### src/design/tws_pkg.sv
// Shared types and codes for the two-wire bus frame sniffer.
`timescale 1ns / 1ps

package tws_pkg;

   localparam int unsigned BitsPerByte = 8;
   localparam int unsigned BitIdxW    = $clog2(BitsPerByte);

   // Pin event kinds on the request side
   localparam logic MODE_CLK = 1'b0;
   localparam logic MODE_IO  = 1'b1;

   // Event codes on the response side
   localparam logic [1:0] KIND_START = 2'd0;
   localparam logic [1:0] KIND_STOP  = 2'd1;
   localparam logic [1:0] KIND_DATA  = 2'd2;

   typedef struct packed {
      logic mode;
      logic clk_level;
      logic io_level;
   } req_type;

   typedef struct packed {
      logic [1:0]             event_kind;
      logic [BitsPerByte-1:0] data_byte;
   } rsp_type;

   // Decoder result toward the output stage
   typedef struct packed {
      logic    hit;
      rsp_type rsp;
   } dec_result_type;

endpackage

### src/design/tws_decoder.sv
// Frame decoder: framing state and per-event next-state and result logic.
`timescale 1ns / 1ps

module tws_decoder
   import tws_pkg::*;
(
   input  logic           clock,
   input  logic           reset,
   input  logic           enable,
   input  logic           fire,
   input  req_type        req,
   output dec_result_type result
);

   logic                   last_io_ff, last_io_in;
   logic                   in_frame_ff, in_frame_in;
   logic                   start_pending_ff, start_pending_in;
   logic [BitIdxW-1:0]     bit_count_ff, bit_count_in;
   logic [BitsPerByte-1:0] shift_byte_ff, shift_byte_in;
   logic                   frame_now;
   logic [BitsPerByte-1:0] byte_now;

   always_comb begin
      last_io_in       = last_io_ff;
      in_frame_in      = in_frame_ff;
      start_pending_in = start_pending_ff;
      bit_count_in     = bit_count_ff;
      shift_byte_in    = shift_byte_ff;
      result           = '0;
      frame_now        = in_frame_ff;
      byte_now         = shift_byte_ff | ({{(BitsPerByte-1){1'b0}}, req.io_level} << bit_count_ff);

      if (enable) begin
         if (req.mode == MODE_CLK) begin
            // confirm a pending start before sampling the bit
            if (start_pending_ff) begin
               start_pending_in         = 1'b0;
               in_frame_in              = 1'b1;
               frame_now                = 1'b1;
               result.hit               = 1'b1;
               result.rsp.event_kind    = KIND_START;
            end
            if (frame_now) begin
               if (bit_count_ff == BitIdxW'(BitsPerByte - 1)) begin
                  result.hit            = 1'b1;
                  result.rsp.event_kind = KIND_DATA;
                  result.rsp.data_byte  = byte_now;
                  bit_count_in          = '0;
                  shift_byte_in         = '0;
               end else begin
                  bit_count_in          = bit_count_ff + 1'b1;
                  shift_byte_in         = byte_now;
               end
            end
         end else begin
            if (req.clk_level) begin
               if (last_io_ff && !req.io_level) begin
                  if (!in_frame_ff && !start_pending_ff) begin
                     bit_count_in     = '0;
                     shift_byte_in    = '0;
                     start_pending_in = 1'b1;
                  end
               end else if (!last_io_ff && req.io_level) begin
                  if (in_frame_ff) begin
                     in_frame_in           = 1'b0;
                     bit_count_in          = '0;
                     shift_byte_in         = '0;
                     result.hit            = 1'b1;
                     result.rsp.event_kind = KIND_STOP;
                  end else begin
                     start_pending_in = 1'b0;
                  end
               end
            end
            last_io_in = req.io_level;
         end
      end
   end

   always_ff @(posedge clock) begin
      if (reset) begin
         last_io_ff       <= 1'b1;
         in_frame_ff      <= 1'b0;
         start_pending_ff <= 1'b0;
         bit_count_ff     <= '0;
         shift_byte_ff    <= '0;
      end else if (fire) begin
         last_io_ff       <= last_io_in;
         in_frame_ff      <= in_frame_in;
         start_pending_ff <= start_pending_in;
         bit_count_ff     <= bit_count_in;
         shift_byte_ff    <= shift_byte_in;
      end
   end

endmodule

### src/design/tws_out_stage.sv
// Output register for decoded events, with upstream ready generation.
`timescale 1ns / 1ps

module tws_out_stage
   import tws_pkg::*;
(
   input  logic           clock,
   input  logic           reset,
   input  logic           fire,
   input  dec_result_type result,
   output logic           room,
   output logic           rsp_valid,
   input  logic           rsp_ready,
   output rsp_type        rsp_payload
);

   logic    valid_ff, valid_in;
   rsp_type payload_ff;
   logic    load;

   assign room     = !valid_ff || rsp_ready;
   assign load     = fire && result.hit;
   assign valid_in = load ? 1'b1 : (valid_ff && !rsp_ready);

   always_ff @(posedge clock) begin
      if (reset) begin
         valid_ff <= 1'b0;
      end else begin
         valid_ff <= valid_in;
      end
   end

   always_ff @(posedge clock) begin
      if (load) begin
         payload_ff <= result.rsp;
      end
   end

   assign rsp_valid   = valid_ff;
   assign rsp_payload = payload_ff;

endmodule

### src/design/two_wire_bus_frame_sniffer.sv
// Top level of the two-wire bus frame sniffer.
`timescale 1ns / 1ps
//
// Channel | Direction | Handshake            | Carries
// --------+-----------+----------------------+-------------------------------
// req_    | in        | req_valid/req_ready  | pin event (mode, clk, io)
// rsp_    | out       | rsp_valid/rsp_ready  | event kind and data byte
// csr_    | in        | csr_valid/csr_ready  | sniff_enable write data
//
// One pin event is accepted per cycle while req_ready is high; its result,
// if any, shows on rsp_ on the next cycle from the output register.
// req_ready is low only while a result sits unaccepted in the output register.
// Reset (synchronous, active high) clears the framing state, drops any
// pending result and disables sniffing; last IO reads as idle high.
// csr_ is always ready and takes effect on the following transaction.

module two_wire_bus_frame_sniffer
   import tws_pkg::*;
(
   input  logic    clock,
   input  logic    reset,
   input  logic    req_valid,
   output logic    req_ready,
   input  req_type req_payload,
   output logic    rsp_valid,
   input  logic    rsp_ready,
   output rsp_type rsp_payload,
   input  logic    csr_valid,
   output logic    csr_ready,
   input  logic    csr_data
);

   logic           sniff_enable_ff;
   logic           room;
   logic           req_fire;
   dec_result_type result;

   // Enable register: write on every csr transaction
   assign csr_ready = 1'b1;

   always_ff @(posedge clock) begin
      if (reset) begin
         sniff_enable_ff <= 1'b0;
      end else if (csr_valid && csr_ready) begin
         sniff_enable_ff <= csr_data;
      end
   end

   // Take a transaction whenever the output register can hold its result
   assign req_ready = room;
   assign req_fire  = req_valid && req_ready;

   tws_decoder u_decoder (
      .clock  (clock),
      .reset  (reset),
      .enable (sniff_enable_ff),
      .fire   (req_fire),
      .req    (req_payload),
      .result (result)
   );

   tws_out_stage u_out_stage (
      .clock       (clock),
      .reset       (reset),
      .fire        (req_fire),
      .result      (result),
      .room        (room),
      .rsp_valid   (rsp_valid),
      .rsp_ready   (rsp_ready),
      .rsp_payload (rsp_payload)
   );

endmodule

### config.mk
export PLATFORM = sky130hd
export DESIGN_NAME = two_wire_bus_frame_sniffer
export DESIGN_NICKNAME = d
export VERILOG_FILES = /design/src/design/tws_pkg.sv /design/src/design/tws_decoder.sv /design/src/design/tws_out_stage.sv /design/src/design/two_wire_bus_frame_sniffer.sv
export SDC_FILE = /design/constraint.sdc
export NUM_CORES = 1
export LEC_CHECK = 0
export ABC_AREA = 1
export BUFFER_PORTS_ARGS = -buffer_cell sky130_fd_sc_hd__buf_4
export CAP_MARGIN = 20
export CORE_MARGIN = 2
export CORE_UTILIZATION = 34
export DETAILED_ROUTE_END_ITERATION = 8
export SETUP_SLACK_MARGIN = 0.4
export SYNTH_ARGS = -nofsm -noshare
export SYNTH_HDL_FRONTEND = slang
export SYNTH_SLANG_ARGS = --single-unit
### constraint.sdc
create_clock -name clock -period 1.7 [get_ports clock]
set_input_delay 0.17 -clock clock [delete_from_list [all_inputs] [get_ports clock]]
set_output_delay 0.17 -clock clock [all_outputs]
set_load 0.01 [all_outputs]
==> metrics.md <==
| Metric | Value |
|---|---|
| Max Buffers Root-to-Sink | `2` |
| Async SR Flop Fraction | `0` |
| Post-route insts no fill | `256` |
| Worst vdd ir | `roughly 0.00026 V` |
| Count of unique library cells instantiated by Yosys | `26` |
| Type of element launching the critical path | `register` |
| Register area share after synthesis | `0.453` |
| Final total power | `0.00112 W` |
| Number of nets at the end of the flow | `218` |
| Slowest Stage Delay on Critical Path | `between 0.3 and 0.4 ns` |
| WL/cell | `11.1 um` |
| Vert. Die Dim | `67.5 um` |
| Initial DRC count | `43` |
| Vias per inst | `approximately 4.6` |
| Via count | `1172` |
| Critical Path Fanout Max | `5` |
| Quantity of I/O buffers inserted on ports | `20` |
| CTS H-tree lvls | `1` |
| CORE AREA | `3940 um2` |
| Antenna violations before repair | `0` |
| Area growth from synthesis to final layout | `29.6%` |
| Dominant cell type by area after synthesis | `dfxtp_1` |
| Initial DRT Pass Iterations | `4` |
| Most common flop cell mapped by yosys | `dfxtp_1` |
| Setup violation total in the final timing report | `0` |
| Dominant cell by count in the synthesized netlist | `nand2_1` |
| Proportion of netlist area held by the largest area contributor | `0.234` |
| CTS root buffer | `clkbuf_8` |
| Cell Rows | `23` |
| Fin Setup TNS | `0 ns` |
| Number of antenna-violating nets in the routed design | `0` |
| Starting utilization of the core area | `0.347` |
| Worst endpoint required time | `between 1.5 and 2 ns` |
| Total Wirelength | `2850 um` |
| Shortest clock period the worst path allows after layout | `~1.3 ns` |
| Global placer's final weighted congestion | `0.801` |
| Syn_area_per_cell | `7.69 um2` |
| Insertion delay of the later-clocked pin in the worst-skew pair | `0.26 ns` |
| Total clock buffers created by CTS | `3` |
| Global-route wire length before repair | `4560 um` |
| Unrepaired setup endpoints after global routing | `true` |
| Cells after Synth | `approximately 180` |
| Maximum frequency from static timing analysis | `749 MHz` |
| Die area | `4550 um2` |
| Ratio of total power to cell area | `630 nW/um2` |
| Kind of critical path | `register to register` |
| Synthesized cell area | `~1400 um2` |
| Worst Path Arrival | `1.34 ns` |
| Net count after synthesis | `189` |
| Run status | `completed` |
| Global-route total usage across every layer | `0.132` |
| Lkg Pwr | `0.723 nW` |
| Worst clock skew on the final layout | `0.00468 ns` |
| Placed wire-length estimate | `1980 um` |
| Via count of the first global-routing pass | `1011` |
| Highest-delay cell along the critical path | `dfxtp_4` |
| Number of synthesized flops with an enable pin | `10` |
| Minimum hold slack | `0.0734 ns` |
| Cells traversed along the worst timing path | `ha_4, ha_4, nand3_4, nand3_4, nand2_4, clkinvlp_4` |
| Largest cells by area after synthesis | `dfxtp_1, edfxtp_1, nand2_1, nor2_1, inv_1` |
| Number of sinks handled by clock tree synthesis | `26` |
| Type of the tightest min-delay check | `input port to register` |
| Inserted Diodes | `0` |
| Ratio of cells with drive above 1 in the final layout | `0.306` |
| Number of synthesized register bits | `26` |
| Leading post-synthesis cells by instance count | `nand2_1, nor2_1, inv_1` |
| Category of the worst setup path capture point | `register` |
| Endpoints failing hold | `0` |
| Clock edge transition at the registers on the reported setup and hold paths | `0.09 ns` |
| Number of warning messages in the yosys log | `0` |
| Cell count after placement | `243` |
| DRC | `0` |
| Floorplan die width | `67.5 um` |
| Pin count of the biggest net entering global routing | `15` |
| Part of the cycle the worst path needs | `0.785` |
| Congestion Overflow GR | `0` |
| TritonCTS clock tree | `done` |
| Max-cap violation count | `0` |
| Number of top-level pins | `22` |
| Final slew viol count | `0` |
==> cell families after synthesis <==
group | after synthesis | synth area share
AND/OR/NAND/NOR | 100 | 0.337
buffers and inverters | 31 | 0.105
flip-flops | 26 | 0.453
AO/OA/AOI/OAI | 18 | 0.0832
adder cells (fa/ha/maj) | 2 | 0.0183
other | 1 | 0.00274
==> flip-flops by register name, indices dropped and copies added, names as in the netlist <==
signal	flops
u_decoder.last_io_ff	1
u_decoder.bit_count_ff	3
u_out_stage.rsp_payload	10
u_decoder.in_frame_ff	1
sniff_enable_ff	1
u_decoder.shift_byte_ff	8
u_decoder.start_pending_ff	1
u_out_stage.rsp_valid	1
==> routing by layer <==
layer  track usage  vias to the layer above  part of all wire
li1              -                      620                 -
met1         0.171                      527              0.47
met2         0.224                       23              0.49
met3        0.0150                        2             0.023
met4        0.0536                        0             0.011
met5             0                        -                 0
==> through the flow <==
stage | setup WS [ns] | util | area (um2)
2_1_floorplan | 0.413 | - | 1420
3_3_place_gp | 0.312 | 0.403 | 1590
3_5_place_dp | 0.294 | 0.403 | 1590
4_1_cts | 0.351 | 0.434 | 1710
5_1_grt | 0.326 | 0.450 | 1770
6_report | 0.365 | 0.450 | 1770
==> cell type report <==
type                    count  area (um2)
clock buffers               3        41.3
clock inverters             1        3.75
fillers                   398        2170
inverters                  25        96.3
multi-input cells         124         732
flip-flops and latches     26         636
well taps                  50        62.6
repair buffers             26         195
repair inverters            1        7.51
==> final timing paths <==
| kind | from | end | slack (ns) | depth (start not counted) |
|---|---|---|---|---|
| worst max-delay path | u_decoder.bit_count_ff[1] | u_out_stage.rsp_payload[3] | 0.36 | 6 |
| worst min-delay path | reset | u_out_stage.rsp_valid | 0.07 | 2 |
| worst min register to register | u_decoder.shift_byte_ff[6] | u_decoder.shift_byte_ff[6] | 0.49 | 2 |
| worst max register to register | u_decoder.bit_count_ff[1] | u_out_stage.rsp_payload[3] | 0.36 | 6 |
==> worst max-delay path, delay by kind of cell, from the launching register on <==
| family | cells | cell delay, ns |
|---|---|---|
| adder cells (fa/ha/maj) | 2 | 0.33 |
| flip-flops | 1 | 0.37 |
| AND/OR/NAND/NOR | 3 | 0.25 |
| buffers and inverters | 1 | 0.14 |
==> report_power, final <==
group / switching [W] / internal (W) / total [W]
Sequential: 0.00000624 / 0.000646 / 0.000652
Combinational: 0.0000794 / 0.0000437 / 0.000123
Clock: 0.000182 / 0.000161 / 0.000343
==> what timing repair did <==
action                                  in CTS  in global routing
pin swaps                                    3                  6
endpoints found under the setup margin      20                 24
gates cloned                                 3                  1
setup buffers                                4                  1
hold buffers                                 0                  0
gates resized for setup                      5                 15
==> layout by cell type (no fill, tap or decap) <==
master	count
nand2_1	43
nor2_1	29
buf_4	26
inv_1	19
dfxtp_1	10
edfxtp_1	10
o21bai_1	8
a21oi_1	7
nor2_4	6
nand3_1	6
inv_2	5
nand2_4	4
nand4_1	3
nor2_2	3
clkbuf_8	3
dfxtp_2	3
dfxtp_4	3
nand3_4	2
o21ai_0	2
nor3b_1	2
ha_4	2
inv_4	1
nand3_2	1
nand3b_1	1
nand2_2	1
nand2_8	1
nor2_8	1
o311ai_0	1
conb_1	1
clkinv_1	1
clkinvlp_4	1
Note: power is estimated with default switching activity, not from simulation.
